==> src/sv/smv_pkg.sv <==
`timescale 1ns / 1ps
`default_nettype none
package smv_pkg;

  localparam int unsigned QUEUE_DEPTH = 4;
  localparam logic [63:0] CANON_NAN = 64'h7FF8_0000_0000_0000;
  localparam logic [10:0] EXP_MAX = 11'h7FF;
  localparam logic [63:0] POS_ZERO = 64'h0;

  typedef enum logic [1:0] {
    REQ_LOAD    = 2'd0,
    REQ_NONZERO = 2'd1,
    REQ_EMPTY   = 2'd2,
    REQ_UNUSED  = 2'd3
  } req_kind_t;

  typedef enum logic [2:0] {
    ADD_IDLE,
    ADD_ALIGN,
    ADD_SUM,
    ADD_COUNT,
    ADD_ROUND
  } add_state_t;

  // one queued item: matrix value and the vector element it meets
  typedef struct packed {
    logic        is_empty;
    logic        row_end;
    logic [63:0] mat;
    logic [63:0] vec;
  } smv_item_t;

  typedef struct packed {
    logic        is_empty;
    logic        row_end;
    logic [63:0] prod;
  } smv_prod_t;

  // round to nearest even and pack; a mantissa carry walks into the exponent
  function automatic logic [63:0] round_pack(input logic sgn, input logic [12:0] e_pre,
                                             input logic [52:0] mant, input logic g,
                                             input logic st);
    logic        inc;
    logic [64:0] total;
    logic [63:0] res;
    inc   = g & (st | mant[0]);
    total = {e_pre, 52'b0} + {12'b0, mant} + {64'b0, inc};
    if (total[64:52] >= {2'b0, EXP_MAX}) begin
      res = {sgn, EXP_MAX, 52'b0};
    end else begin
      res = {sgn, total[62:0]};
    end
    return res;
  endfunction

endpackage
`default_nettype wire

==> src/sv/smv_queue.sv <==
`timescale 1ns / 1ps
`default_nettype none
module smv_queue (
  input  wire logic          clk,
  input  wire logic          rst,
  input  wire logic          push,
  input  smv_pkg::smv_item_t push_item,
  output logic               full,
  input  wire logic          pop,
  output logic               not_empty,
  output smv_pkg::smv_item_t head
);
  import smv_pkg::*;

  localparam int unsigned PW = $clog2(QUEUE_DEPTH);

  smv_item_t   entries [QUEUE_DEPTH];
  logic [PW-1:0] wr_ptr;
  logic [PW-1:0] rd_ptr;
  logic [PW:0]   count;

  assign full      = count == (PW+1)'(QUEUE_DEPTH);
  assign not_empty = count != '0;
  assign head      = entries[rd_ptr];

  always_ff @(posedge clk) begin
    if (rst) begin
      wr_ptr <= '0;
      rd_ptr <= '0;
      count  <= '0;
    end else begin
      if (push) begin
        wr_ptr <= wr_ptr + 1'b1;
      end
      if (pop) begin
        rd_ptr <= rd_ptr + 1'b1;
      end
      if (push && !pop) begin
        count <= count + 1'b1;
      end else if (pop && !push) begin
        count <= count - 1'b1;
      end
    end
  end

  always_ff @(posedge clk) begin
    if (push) begin
      entries[wr_ptr] <= push_item;
    end
  end

endmodule
`default_nettype wire

==> config.mk <==
export PLATFORM = sky130hd
export DESIGN_NAME = smv_queue
export DESIGN_NICKNAME = d
export VERILOG_FILES = /design/src/sv/smv_pkg.sv /design/src/sv/smv_queue.sv
export SDC_FILE = /design/constraint.sdc
export NUM_CORES = 1
export LEC_CHECK = 0
export BUFFER_PORTS_ARGS = -buffer_cell sky130_fd_sc_hd__buf_2
export CAP_MARGIN = 10
export CORE_ASPECT_RATIO = 0.7
export CORE_MARGIN = 2
export CORE_UTILIZATION = 57
export CTS_CLUSTER_DIAMETER = 50
export CTS_CLUSTER_SIZE = 8
export DETAILED_ROUTE_END_ITERATION = 10
export PLACE_DENSITY = 0.79
export SKIP_CTS_REPAIR_TIMING = 1
export SYNTH_ARGS = -nofsm -noshare
export SYNTH_HDL_FRONTEND = slang
export SYNTH_SLANG_ARGS = --single-unit
==> constraint.sdc <==
create_clock -name clk -period 5.1 [get_ports clk]
set_input_delay 1.02 -clock clk [delete_from_list [all_inputs] [get_ports clk]]
set_output_delay 1.02 -clock clk [all_outputs]
set_load 0.01 [all_outputs]
==> impl_metrics.csv <==
group,metric,value,unit
logic_synthesis,syn-num-nets,863,
sta,timing.final.setup_violations,0,
clock_tree,cts_root_buffer,"sky130_fd_sc_hd__clkbuf_16",
logic_synthesis,sequential_fraction_of_the_synthesis_area,81.87,%
logic_synthesis,synth_area,19290,um2
final_layout,utilization,69.19,%
sta,fmax,268.8,MHz
detailed_routing,iter_0_drt_violations,752,
global_route,grt_pass1_vias,9322,
logic_synthesis,ys_async_sr_fraction,0,%
clock_tree,clock_tree.buffer_depth,3,
final_layout,layout-drive-gt1-share,46.51,%
global_route,antenna_found_initial,12,
setup_path,setup.worst_path.class,"reg2out",
clock_tree,tritoncts_clock_tree,"yes",
sta,finalHoldWorstSlack,510.1,ps
setup_path,timing.critical_path.slowest_cell_delay,930,ps
setup_path,worst_ep_required,4080,ps
global_route,grt.total_usage,21.11,%
final_layout,synthToLayoutAreaGrowth,19.87,%
detailed_routing,remaining_drc_errors,0,
die,placeableCoreArea,33420,um2
setup_path,worstPathMaxFanout,46,
detailed_routing,avgViaCountPerCell,5.786,
setup_path,worstSetupStartpointType,"register",
logic_synthesis,synth.lib_cells_used.distinct,22,
setup_path,timing.critical_path.cells,"buf_4 -> mux4_2 -> buf_2",
die,initial_utilization,57.72,%
sta,timing_worst_slew_pin_value,940.6,ps
setup_path,worst_path_dominant_cell_family,"flip-flops",
power_and_ir_drop,peakVddDrop,0.0003715,V
logic_synthesis,dominantRegCellSynth,"sky130_fd_sc_hd__edfxtp_1",
final_layout,layout.cells.non_filler,1517,
logic_synthesis,synthesis.instances,723,
clock_tree,clock_latency,580,ps
clock_tree,numClockSinks,529,
sta,setup-tns-final,0,ps
die,dieWidth,223.9,um
sta,final.period_utilization,72.93,%
place,port_buffers,265,
detailed_routing,route.vias.total,8778,
power_and_ir_drop,finalPower,10.33,mW
sta,skew,12.23,ps
clock_tree,cts_htree_levels,3,
global_route,wire_length_of_the_first_global_routing_pass,54740,um
place,place_area,21050,um2
die,ioPinCount,266,
place,count_of_placed_standard_cells_including_taps,1408,
setup_path,timing.critical_path.to_type,"output pin",
setup_path,worst_path_max_delay_cell,"sky130_fd_sc_hd__dfxtp_4",
final_layout,fillers,1957,
power_and_ir_drop,total_leakage_power,7.833,nW
logic_synthesis,yosys_warn_count,0,
place,dp_hpwl,21030,um
final_layout,design.final.nets,1191,
final_layout,final_design_area_no_fill,23120,um2
logic_synthesis,syn_area_per_cell,26.68,um2
die,row_count,56,
power_and_ir_drop,cellPowerDensity,446.8,nW/um2
logic_synthesis,synth_edf_count,520,
detailed_routing,postRouteWirelength,36750,um
clock_tree,clk_transition_reported_paths,50,ps
detailed_routing,routed_wire_length_per_instance,24.22,um
place,pre_cts_ws,1861,ps
sta,final_hold_viol_count,0,
sta,period_needed,3720,ps
run,cap_violations,0,
sta,timing.final.max_slew_violations,0,
setup_path,cp.arrival,2700,ps
die,height_of_the_die,157.9,um
detailed_routing,dr.pass1.iters,5,
detailed_routing,ant_nets_after_route,0,
status,outcome,"finished, final reports clean",
logic_synthesis,flop_and_latch_count_out_of_synthesis,529,
sta,slew_headroom,37.30,%
global_route,grt_start_max_net_pins,131,
sta,rsz_0062_raised_after_global_routing,"false",
clock_tree,cts_made_buffers,76,
min_path,hold_path.class,"reg2reg",
place,place_congestion,0.7362,
die,floorplan.die_area,35360,um2
sta,fin_ws,1380,ps
global_route,globalRoute.totalOverflow,0,
setup_path,worst-path-buf-inv,2,
[cell usage after synthesis, drive strengths merged, types with 2 or more instances]
master  count  area share, %
mux2i       2           0.10
edfxtp    520             81
xor2        3           0.14
clkbuf      2          0.039
nor2        7           0.14
buf        28            1.6
or3         2          0.065
xnor2       2          0.091
dfxtp       9           0.93
ha          5           0.32
inv         4          0.078
and2        4           0.13
mux4      130             15
[final timing paths]
path	startpoint	to	slack (ps)	depth (start not counted)
hold reg to reg	count[2]	count[2]	510	2
hold / removal	count[2]	count[2]	510	2
setup / recovery	register	head[49]	1380	3
setup reg to reg	wr_ptr[0]	entries[0][32]	3000	4
[layer usage]
layer  track usage (%)  share of wire [%]
met1             27.88                 41
met3             7.275                7.9
met4             8.762                2.8
met5                 0              0.065
met2             32.77                 49
[registers in the layout, summed over array words and instances (netlist names), named ones only]
name	count
count	3
wr_ptr	2
entries	520
rd_ptr	2
[kinds of logic after synthesis]
family                   synth area share, %
flip-flops                             81.87
XOR/XNOR                              0.2270
multiplexers                           15.28
adder cells (fa/ha/maj)               0.4280
AO/OA/AOI/OAI                        0.05183
buffers and inverters                  1.751
AND/OR/NAND/NOR                       0.3891
[report_power, final]
group / switching [mW] / internal [mW] / leakage, nW / total, mW
Combinational: 0.482 / 0.411 / 1.98 / 0.892
Sequential: 0.0698 / 5.01 / 4.85 / 5.08
Clock: 1.66 / 2.70 / 0.997 / 4.36
Total: 2.21 / 8.12 / 7.83 / 10.3
[tightest hold or removal path, cell delays in order (launching register included)]
cell	delay, ps
sky130_fd_sc_hd__dfxtp_1	310
sky130_fd_sc_hd__o21ai_0	80
sky130_fd_sc_hd__a21oi_1	60
[cells in the final DEF (no fill, tap or decap), types with 3 or more instances in the layout]
master / instances
sky130_fd_sc_hd__clkbuf_16: 77
sky130_fd_sc_hd__buf_4: 9
sky130_fd_sc_hd__xor2_1: 3
sky130_fd_sc_hd__buf_12: 6
sky130_fd_sc_hd__inv_1: 4
sky130_fd_sc_hd__nor2_1: 7
sky130_fd_sc_hd__clkbuf_1: 16
sky130_fd_sc_hd__ha_1: 5
sky130_fd_sc_hd__inv_6: 3
sky130_fd_sc_hd__dfxtp_1: 7
sky130_fd_sc_hd__and2_4: 4
sky130_fd_sc_hd__mux4_2: 130
sky130_fd_sc_hd__edfxtp_1: 520
sky130_fd_sc_hd__buf_2: 265
sky130_fd_sc_hd__diode_2: 9
[cell type report]
cell class	instances	area (um2)	share of cell area, %
sequential	529	15800	68.34
timing repair buffer	280	1514	6.547
multi-input combinational	160	3169	13.71
tap	435	544.3	2.354
inverter	4	15.01	0.06493
clock buffer	93	1987	8.592
antenna	9	22.52	0.09739
clock inverter	7	70.07	0.3030
(Power assumes the default switching activity.)
