`config.mk`:
```
export PLATFORM = sky130hd
export DESIGN_NAME = smv_back
export DESIGN_NICKNAME = d
export VERILOG_FILES = /design/src/sv/smv_pkg.sv /design/src/sv/smv_back.sv
export SDC_FILE = /design/constraint.sdc
export NUM_CORES = 2
export LEC_CHECK = 0
export ABC_AREA = 1
export BUFFER_PORTS_ARGS = -buffer_cell sky130_fd_sc_hd__buf_2
export CAP_MARGIN = 30
export CORE_UTILIZATION = 52
export DETAILED_ROUTE_END_ITERATION = 10
export GPL_TIMING_DRIVEN = 0
export PLACE_DENSITY_LB_ADDON = 0.12
export SETUP_SLACK_MARGIN = 0.3
export SLEW_MARGIN = 20
export SYNTH_ARGS = -nofsm -noshare
export SYNTH_HDL_FRONTEND = slang
export SYNTH_SLANG_ARGS = --single-unit
export TNS_END_PERCENT = 50
```
`constraint.sdc`:
```
create_clock -name clk -period 9.45 [get_ports clk]
set_input_delay 0.4725 -clock clk [delete_from_list [all_inputs] [get_ports clk]]
set_output_delay 0.4725 -clock clk [all_outputs]
set_load 0.01 [all_outputs]
```
`src/sv/smv_pkg.sv`:
```
`timescale 1ns / 1ps
`default_nettype none
package smv_pkg;

  localparam int unsigned QUEUE_DEPTH = 4;
  localparam logic [63:0] CANON_NAN = 64'h7FF8_0000_0000_0000;
  localparam logic [10:0] EXP_MAX = 11'h7FF;
  localparam logic [63:0] POS_ZERO = 64'h0;

  typedef enum logic [1:0] {
    REQ_LOAD    = 2'd0,
    REQ_NONZERO = 2'd1,
    REQ_EMPTY   = 2'd2,
    REQ_UNUSED  = 2'd3
  } req_kind_t;

  typedef enum logic [2:0] {
    ADD_IDLE,
    ADD_ALIGN,
    ADD_SUM,
    ADD_COUNT,
    ADD_ROUND
  } add_state_t;

  // one queued item: matrix value and the vector element it meets
  typedef struct packed {
    logic        is_empty;
    logic        row_end;
    logic [63:0] mat;
    logic [63:0] vec;
  } smv_item_t;

  typedef struct packed {
    logic        is_empty;
    logic        row_end;
    logic [63:0] prod;
  } smv_prod_t;

  // round to nearest even and pack; a mantissa carry walks into the exponent
  function automatic logic [63:0] round_pack(input logic sgn, input logic [12:0] e_pre,
                                             input logic [52:0] mant, input logic g,
                                             input logic st);
    logic        inc;
    logic [64:0] total;
    logic [63:0] res;
    inc   = g & (st | mant[0]);
    total = {e_pre, 52'b0} + {12'b0, mant} + {64'b0, inc};
    if (total[64:52] >= {2'b0, EXP_MAX}) begin
      res = {sgn, EXP_MAX, 52'b0};
    end else begin
      res = {sgn, total[62:0]};
    end
    return res;
  endfunction

endpackage
`default_nettype wire

```
`src/sv/smv_back.sv`:
```
`timescale 1ns / 1ps
`default_nettype none
module smv_back #(
  parameter int unsigned MAX_ROWS = 4096
) (
  input  wire logic          clk,
  input  wire logic          rst,
  input  wire logic [12:0]   row_count,
  input  wire logic          mul_valid,
  input  smv_pkg::smv_prod_t mul_prod,
  output logic               take,
  output logic               out_valid,
  input  wire logic          out_stall,
  output logic [11:0]        row_number,
  output logic [63:0]        row_sum,
  output logic               last_row
);
  import smv_pkg::*;

  add_state_t state, state_next;

  logic [63:0] acc;
  logic [63:0] p_reg;
  logic        p_empty;
  logic        p_end;
  logic [12:0] current_row;

  logic        out_free;
  logic        closes_row;
  logic        finish_ok;
  logic        emit;
  logic        finish;

  // align stage
  logic        x_nan, x_inf, y_nan, y_inf;
  logic        swap;
  logic [63:0] big, small_op;
  logic [10:0] eb_e, es_e, dexp;
  logic [5:0]  dd;
  logic [55:0] mbig, msmall, msh;
  logic        st_al;

  logic [55:0] a_big, a_small;
  logic [10:0] a_exp;
  logic        a_sign, a_sub, a_neg0, a_nan, a_inf, a_inf_sign;

  logic [56:0] s_sum;
  logic [10:0] s_exp;
  logic        s_sign, s_neg0, s_nan, s_inf, s_inf_sign;

  logic [5:0]  lz_c;
  logic [5:0]  c_lz;
  logic [56:0] c_sum;
  logic [10:0] c_exp;
  logic        c_sign, c_neg0, c_nan, c_inf, c_inf_sign;

  logic [5:0]  shamt;
  logic [56:0] norm;
  logic [10:0] e_pre;
  logic [63:0] sum_c;

  logic [13:0] rows_eff;
  logic        last;

  assign out_free   = ~out_valid | ~out_stall;
  assign closes_row = p_empty | p_end;

  always_comb begin
    state_next = state;
    case (state)
      ADD_IDLE:  if (mul_valid) state_next = ADD_ALIGN;
      ADD_ALIGN: state_next = ADD_SUM;
      ADD_SUM:   state_next = ADD_COUNT;
      ADD_COUNT: state_next = ADD_ROUND;
      ADD_ROUND: begin
        if (finish_ok) begin
          state_next = mul_valid ? ADD_ALIGN : ADD_IDLE;
        end
      end
      default:   state_next = ADD_IDLE;
    endcase
  end

  always_comb begin
    finish_ok = ~closes_row | out_free;
    finish    = 1'b0;
    take      = 1'b0;
    emit      = 1'b0;
    case (state)
      ADD_IDLE:  take = mul_valid;
      ADD_ROUND: begin
        finish = finish_ok;
        take   = finish_ok & mul_valid;
        emit   = finish_ok & closes_row;
      end
      default: begin
        take = 1'b0;
      end
    endcase
  end

  always_ff @(posedge clk) begin
    if (rst) begin
      state <= ADD_IDLE;
    end else begin
      state <= state_next;
    end
  end

  always_ff @(posedge clk) begin
    if (take) begin
      p_reg   <= mul_prod.prod;
      p_empty <= mul_prod.is_empty;
      p_end   <= mul_prod.row_end;
    end
  end

  // align: larger magnitude is the base, the smaller one shifts right with sticky
  always_comb begin
    x_nan    = (acc[62:52] == EXP_MAX) && (acc[51:0] != '0);
    x_inf    = (acc[62:52] == EXP_MAX) && (acc[51:0] == '0);
    y_nan    = (p_reg[62:52] == EXP_MAX) && (p_reg[51:0] != '0);
    y_inf    = (p_reg[62:52] == EXP_MAX) && (p_reg[51:0] == '0);
    swap     = p_reg[62:0] > acc[62:0];
    big      = swap ? p_reg : acc;
    small_op = swap ? acc : p_reg;
    eb_e     = {big[62:53], big[52] | ~|big[62:52]};
    es_e     = {small_op[62:53], small_op[52] | ~|small_op[62:52]};
    dexp     = eb_e - es_e;
    dd       = (dexp >= 11'd63) ? 6'd63 : dexp[5:0];
    mbig     = {|big[62:52], big[51:0], 3'b0};
    msmall   = {|small_op[62:52], small_op[51:0], 3'b0};
    msh      = msmall >> dd;
    st_al    = |(msmall & ~({56{1'b1}} << dd));
  end

  always_ff @(posedge clk) begin
    a_big      <= mbig;
    a_small    <= {msh[55:1], msh[0] | st_al};
    a_exp      <= eb_e;
    a_sign     <= big[63];
    a_sub      <= acc[63] ^ p_reg[63];
    a_neg0     <= acc[63] & p_reg[63];
    a_nan      <= x_nan | y_nan | (x_inf & y_inf & (acc[63] ^ p_reg[63]));
    a_inf      <= (x_inf | y_inf) & ~(x_nan | y_nan | (x_inf & y_inf & (acc[63] ^ p_reg[63])));
    a_inf_sign <= x_inf ? acc[63] : p_reg[63];
  end

  always_ff @(posedge clk) begin
    s_sum      <= a_sub ? ({1'b0, a_big} - {1'b0, a_small}) : ({1'b0, a_big} + {1'b0, a_small});
    s_exp      <= a_exp;
    s_sign     <= a_sign;
    s_neg0     <= a_neg0;
    s_nan      <= a_nan;
    s_inf      <= a_inf;
    s_inf_sign <= a_inf_sign;
  end

  always_comb begin
    lz_c = 6'd57;
    for (int i = 0; i < 57; i++) begin
      if (s_sum[i]) begin
        lz_c = 6'(56 - i);
      end
    end
  end

  always_ff @(posedge clk) begin
    c_lz       <= lz_c;
    c_sum      <= s_sum;
    c_exp      <= s_exp;
    c_sign     <= s_sign;
    c_neg0     <= s_neg0;
    c_nan      <= s_nan;
    c_inf      <= s_inf;
    c_inf_sign <= s_inf_sign;
  end

  // normalize, stopping at the subnormal boundary, then round
  always_comb begin
    if ({5'b0, c_lz} <= c_exp) begin
      shamt = c_lz;
      e_pre = c_exp - {5'b0, c_lz};
    end else begin
      shamt = c_exp[5:0];
      e_pre = '0;
    end
    norm = c_sum << shamt;
    if (c_nan) begin
      sum_c = CANON_NAN;
    end else if (c_inf) begin
      sum_c = {c_inf_sign, EXP_MAX, 52'b0};
    end else if (c_sum == '0) begin
      sum_c = {c_neg0, 63'b0};
    end else begin
      sum_c = round_pack(c_sign, {2'b0, e_pre}, norm[56:4], norm[3], |norm[2:0]);
    end
  end

  always_comb begin
    if (row_count == '0) begin
      rows_eff = 14'd1;
    end else if ({19'b0, row_count} > MAX_ROWS) begin
      rows_eff = 14'(MAX_ROWS);
    end else begin
      rows_eff = {1'b0, row_count};
    end
    last = ({1'b0, current_row} + 14'd1) >= rows_eff;
  end

  always_ff @(posedge clk) begin
    if (rst) begin
      acc         <= POS_ZERO;
      current_row <= '0;
    end else if (finish) begin
      acc <= closes_row ? POS_ZERO : sum_c;
      if (closes_row) begin
        current_row <= last ? '0 : current_row + 13'd1;
      end
    end
  end

  always_ff @(posedge clk) begin
    if (rst) begin
      out_valid <= 1'b0;
    end else if (emit) begin
      out_valid <= 1'b1;
    end else if (!out_stall) begin
      out_valid <= 1'b0;
    end
  end

  always_ff @(posedge clk) begin
    if (emit) begin
      row_number <= current_row[11:0];
      row_sum    <= p_empty ? POS_ZERO : sum_c;
      last_row   <= last;
    end
  end

endmodule
`default_nettype wire

```
==> impl_results.md <==
- Die area: 67930 sq um
- Total count of max-transition violations in the final report: 0
- Leak Pwr: about 18 nW
- Seq/Total Area, Yosys: 0.3301
- Count of placed standard cells including taps: roughly 6200
- Die Y-Extent: between 200 and 300 um
- Fin util: 0.5900
- Final TNS setup: 0 ps
- Cells taking the most area after synthesis: sky130_fd_sc_hd__dfxtp_1 21%, sky130_fd_sc_hd__nand2_1 15%, sky130_fd_sc_hd__edfxtp_1 12%
- Residual antenna-violating net count after detailed routing: 0
- Unrepaired setup endpoints after global routing: no
- Outcome: finished, violations left
- Final Routed Wirelength: between 100000 and 150000 um
- Most Frequent Cell on Critical Path: sky130_fd_sc_hd__nand2_1
- Number of nets produced by synthesis: around 5500
- Crit path buf inv count: 10
- Synthesized area: between 30000 and 40000 sq um
- Chip Width: ~260 um
- Final setup violating endpoints: 0
- Top-level I/O count: 162
- Fraction of layout cells with a size suffix above 1: 0.08315
- # nets final: around 5700
- Worst VDD drop: 156.7 uV
- Detailed-routing iteration count for the pre-antenna-repair pass: 11
- Worst Path Required: 9920 ps
- Share of async-settable or async-resettable flops after synthesis: 0
- Std-Cell Core Area: 65980 sq um
- Data arrival time of the critical path: roughly 9000 ps
- Final hold vios: 0
- Worst min path class: in2reg
- Std cell rows: 94
- Average cell area after synthesis: 6.708 sq um
- Total number of yosys warnings: 0
- Final Non-Filler Cells: between 6000 and 7000
- Number of flops mapped to enable cells by yosys: ~140
- Global-route wire length before repair: 199700 um
- Biggest cell delay along the critical path: approximately 650 ps
- Clock net sink count: 502
- Cell at the root of the clock tree: sky130_fd_sc_hd__clkbuf_16
- Area added between synthesis and finish: 11.92%
- Worst-skew pair later-pin latency: ~660 ps
- Final clock period utilization by the worst path: 0.9174
- Crit. End Element: register
- Cell taking the most area after synthesis: sky130_fd_sc_hd__dfxtp_1
- Tmin final: just under 9000 ps
- Commonest cells in the synthesized netlist: 1421 x sky130_fd_sc_hd__nand2_1, 662 x sky130_fd_sc_hd__inv_1, 360 x sky130_fd_sc_hd__nor2_1, 359 x sky130_fd_sc_hd__dfxtp_1, 358 x sky130_fd_sc_hd__o21ai_0
- Vias after detailed routing: 36240
- Rel. slew slack: 0.4066
- Clock tree from TritonCTS: built
- Worst Tran Pin Value: a little under 900 ps
- Starting Density: 0.5272
- Routability congestion estimate from global placement: 1.072
- Via count of the first global-routing pass: ~33000
- Top FF cell, synth: sky130_fd_sc_hd__dfxtp_1
- Global router's overall resource usage: 0.3935
- Pin count of the biggest net entering global routing: 29
- Number of antenna violations at the first check in global routing: 5
- Max-cap check violation count: 0
- Sort of element at the start of the critical path: register
- Pwr dens: roughly 220 nW/um^2
- Number of distinct standard cells referenced by the synthesized netlist: roughly 70
- Num CTS Buffers: a little over 50
- Type of the worst setup path: reg2reg
- Placed wire-length estimate: between 100000 and 150000 um
- Number of I/O port buffers: 160
- Total congestion overflow: 0
- Worst-case clock skew: between 60 and 70 ps
- Worst hold margin: ~17 ps
- CTS clk-pin slew, worst paths: roughly 70 ps
- Via density: between 5 and 6
- Drt initial violations: 4399
- Proportion of netlist area held by the largest area contributor: 0.2066
- DRC Markers: 20
- Most frequently used cell type in the post-synthesis netlist: sky130_fd_sc_hd__nand2_1
- Peak clock frequency supported by timing: 115.3 MHz
- H-tree levels: 2
- Violated checks: design-rule violations
- Max FO, Critical Path: 10
- Critical path's top delay family: simple AND/OR/NAND/NOR gates
- Number of register bits inferred by synthesis: around 500
- Clock Path Buffers: 3
- Detail-routed net length per standard cell: approximately 22 um
- Slowest stage cell, crit path: sky130_fd_sc_hd__nor4_2
- Number of cells produced by synthesis: 5185
==> layer usage <==
layer | track usage | routed length (um)
met4 | 0.2110 | 8313
met3 | 0.08518 | 14400
met5 | 0 | 5
met1 | 0.5091 | 55070
met2 | 0.6118 | 59310
==> logic make-up (layout without fill, tap and decap cells) <==
group,count (synthesis),after routing,synth area share
buf+inv,930,1217,0.1047
flops,502,502,0.3301
xor+xnor,125,125,0.03148
compound gates,952,952,0.1509
mux,18,18,0.005216
other cells,0,4,0
simple gates,2461,2461,0.3063
fa+ha+maj,197,197,0.07130
==> worst register-to-register path, delay by kind of cell (launching register included) <==
family	cells	cell delay, ps
compound gates	7	1450
fa+ha+maj	3	940
buf+inv	10	2260
flops	1	580
simple gates	19	3280
==> cells in the final DEF (no fill, tap or decap), types with 79 or more instances in the layout <==
cell and instances:
sky130_fd_sc_hd__dfxtp_1 354, sky130_fd_sc_hd__buf_2 192, sky130_fd_sc_hd__nand4_1 79, sky130_fd_sc_hd__o21ai_0 357, sky130_fd_sc_hd__edfxtp_1 143, sky130_fd_sc_hd__nand2_1 1417
sky130_fd_sc_hd__ha_1 195, sky130_fd_sc_hd__nor2_1 356, sky130_fd_sc_hd__clkbuf_1 142, sky130_fd_sc_hd__inv_1 663, sky130_fd_sc_hd__o21ai_1 137, sky130_fd_sc_hd__a21oi_1 282
sky130_fd_sc_hd__nand3_1 349, sky130_fd_sc_hd__xor2_1 100
==> through the flow <==
stage	area (sq um)	setup slack, ps	total power (W)
final	38930	780.6	0.008521
after global routing	38920	350.8	0.008910
after CTS	38860	368.6	0.008412
after detailed placement	36810	-471.4	0.006340
after global placement	36660	-421.9	0.006349
after floorplan	34780	3017	0.005055
==> power breakdown <==
part	internal [W]	switching (W)	total (W)	leakage [nW]
Clock	0.00117	0.000895	0.00207	0.856
Combinational	0.00108	0.00269	0.00377	12.4
Sequential	0.00249	0.000197	0.00269	4.29
==> path summary, 6_finish.rpt <==
| path | cells past startpoint | slack (ps) | from | to |
|---|---|---|---|---|
| max | 39 | 780 | acc[2] | a_small[1] |
| min | 1 | 20 | mul_prod[29] | p_reg[29] |
| max reg2reg | 39 | 780 | acc[2] | a_small[1] |
| min reg2reg | 0 | 320 | s_sign | c_sign |
==> final cells by class <==
type / count / area [sq um]
clock inverter: 28 / 305.3
inverter: 696 / 2613
timing repair buffer: 195 / 1214
sequential: 502 / 11490
clock buffer: 64 / 1433
multi-input combinational: 3753 / 19730
fill: 6504 / 27050
buffer: 234 / 1052
antenna: 4 / 10.01
tap: 864 / 1081
==> timing repair <==
action                                  CTS  global route
resized for setup                        10            37
gates cloned                              0             0
hold buffers                             27             0
setup buffers                             0             2
endpoints found under the setup margin   53            55
endpoints found under the hold margin    27             0
pin swaps                                 0             1
Power figures use the tool's default switching activity.
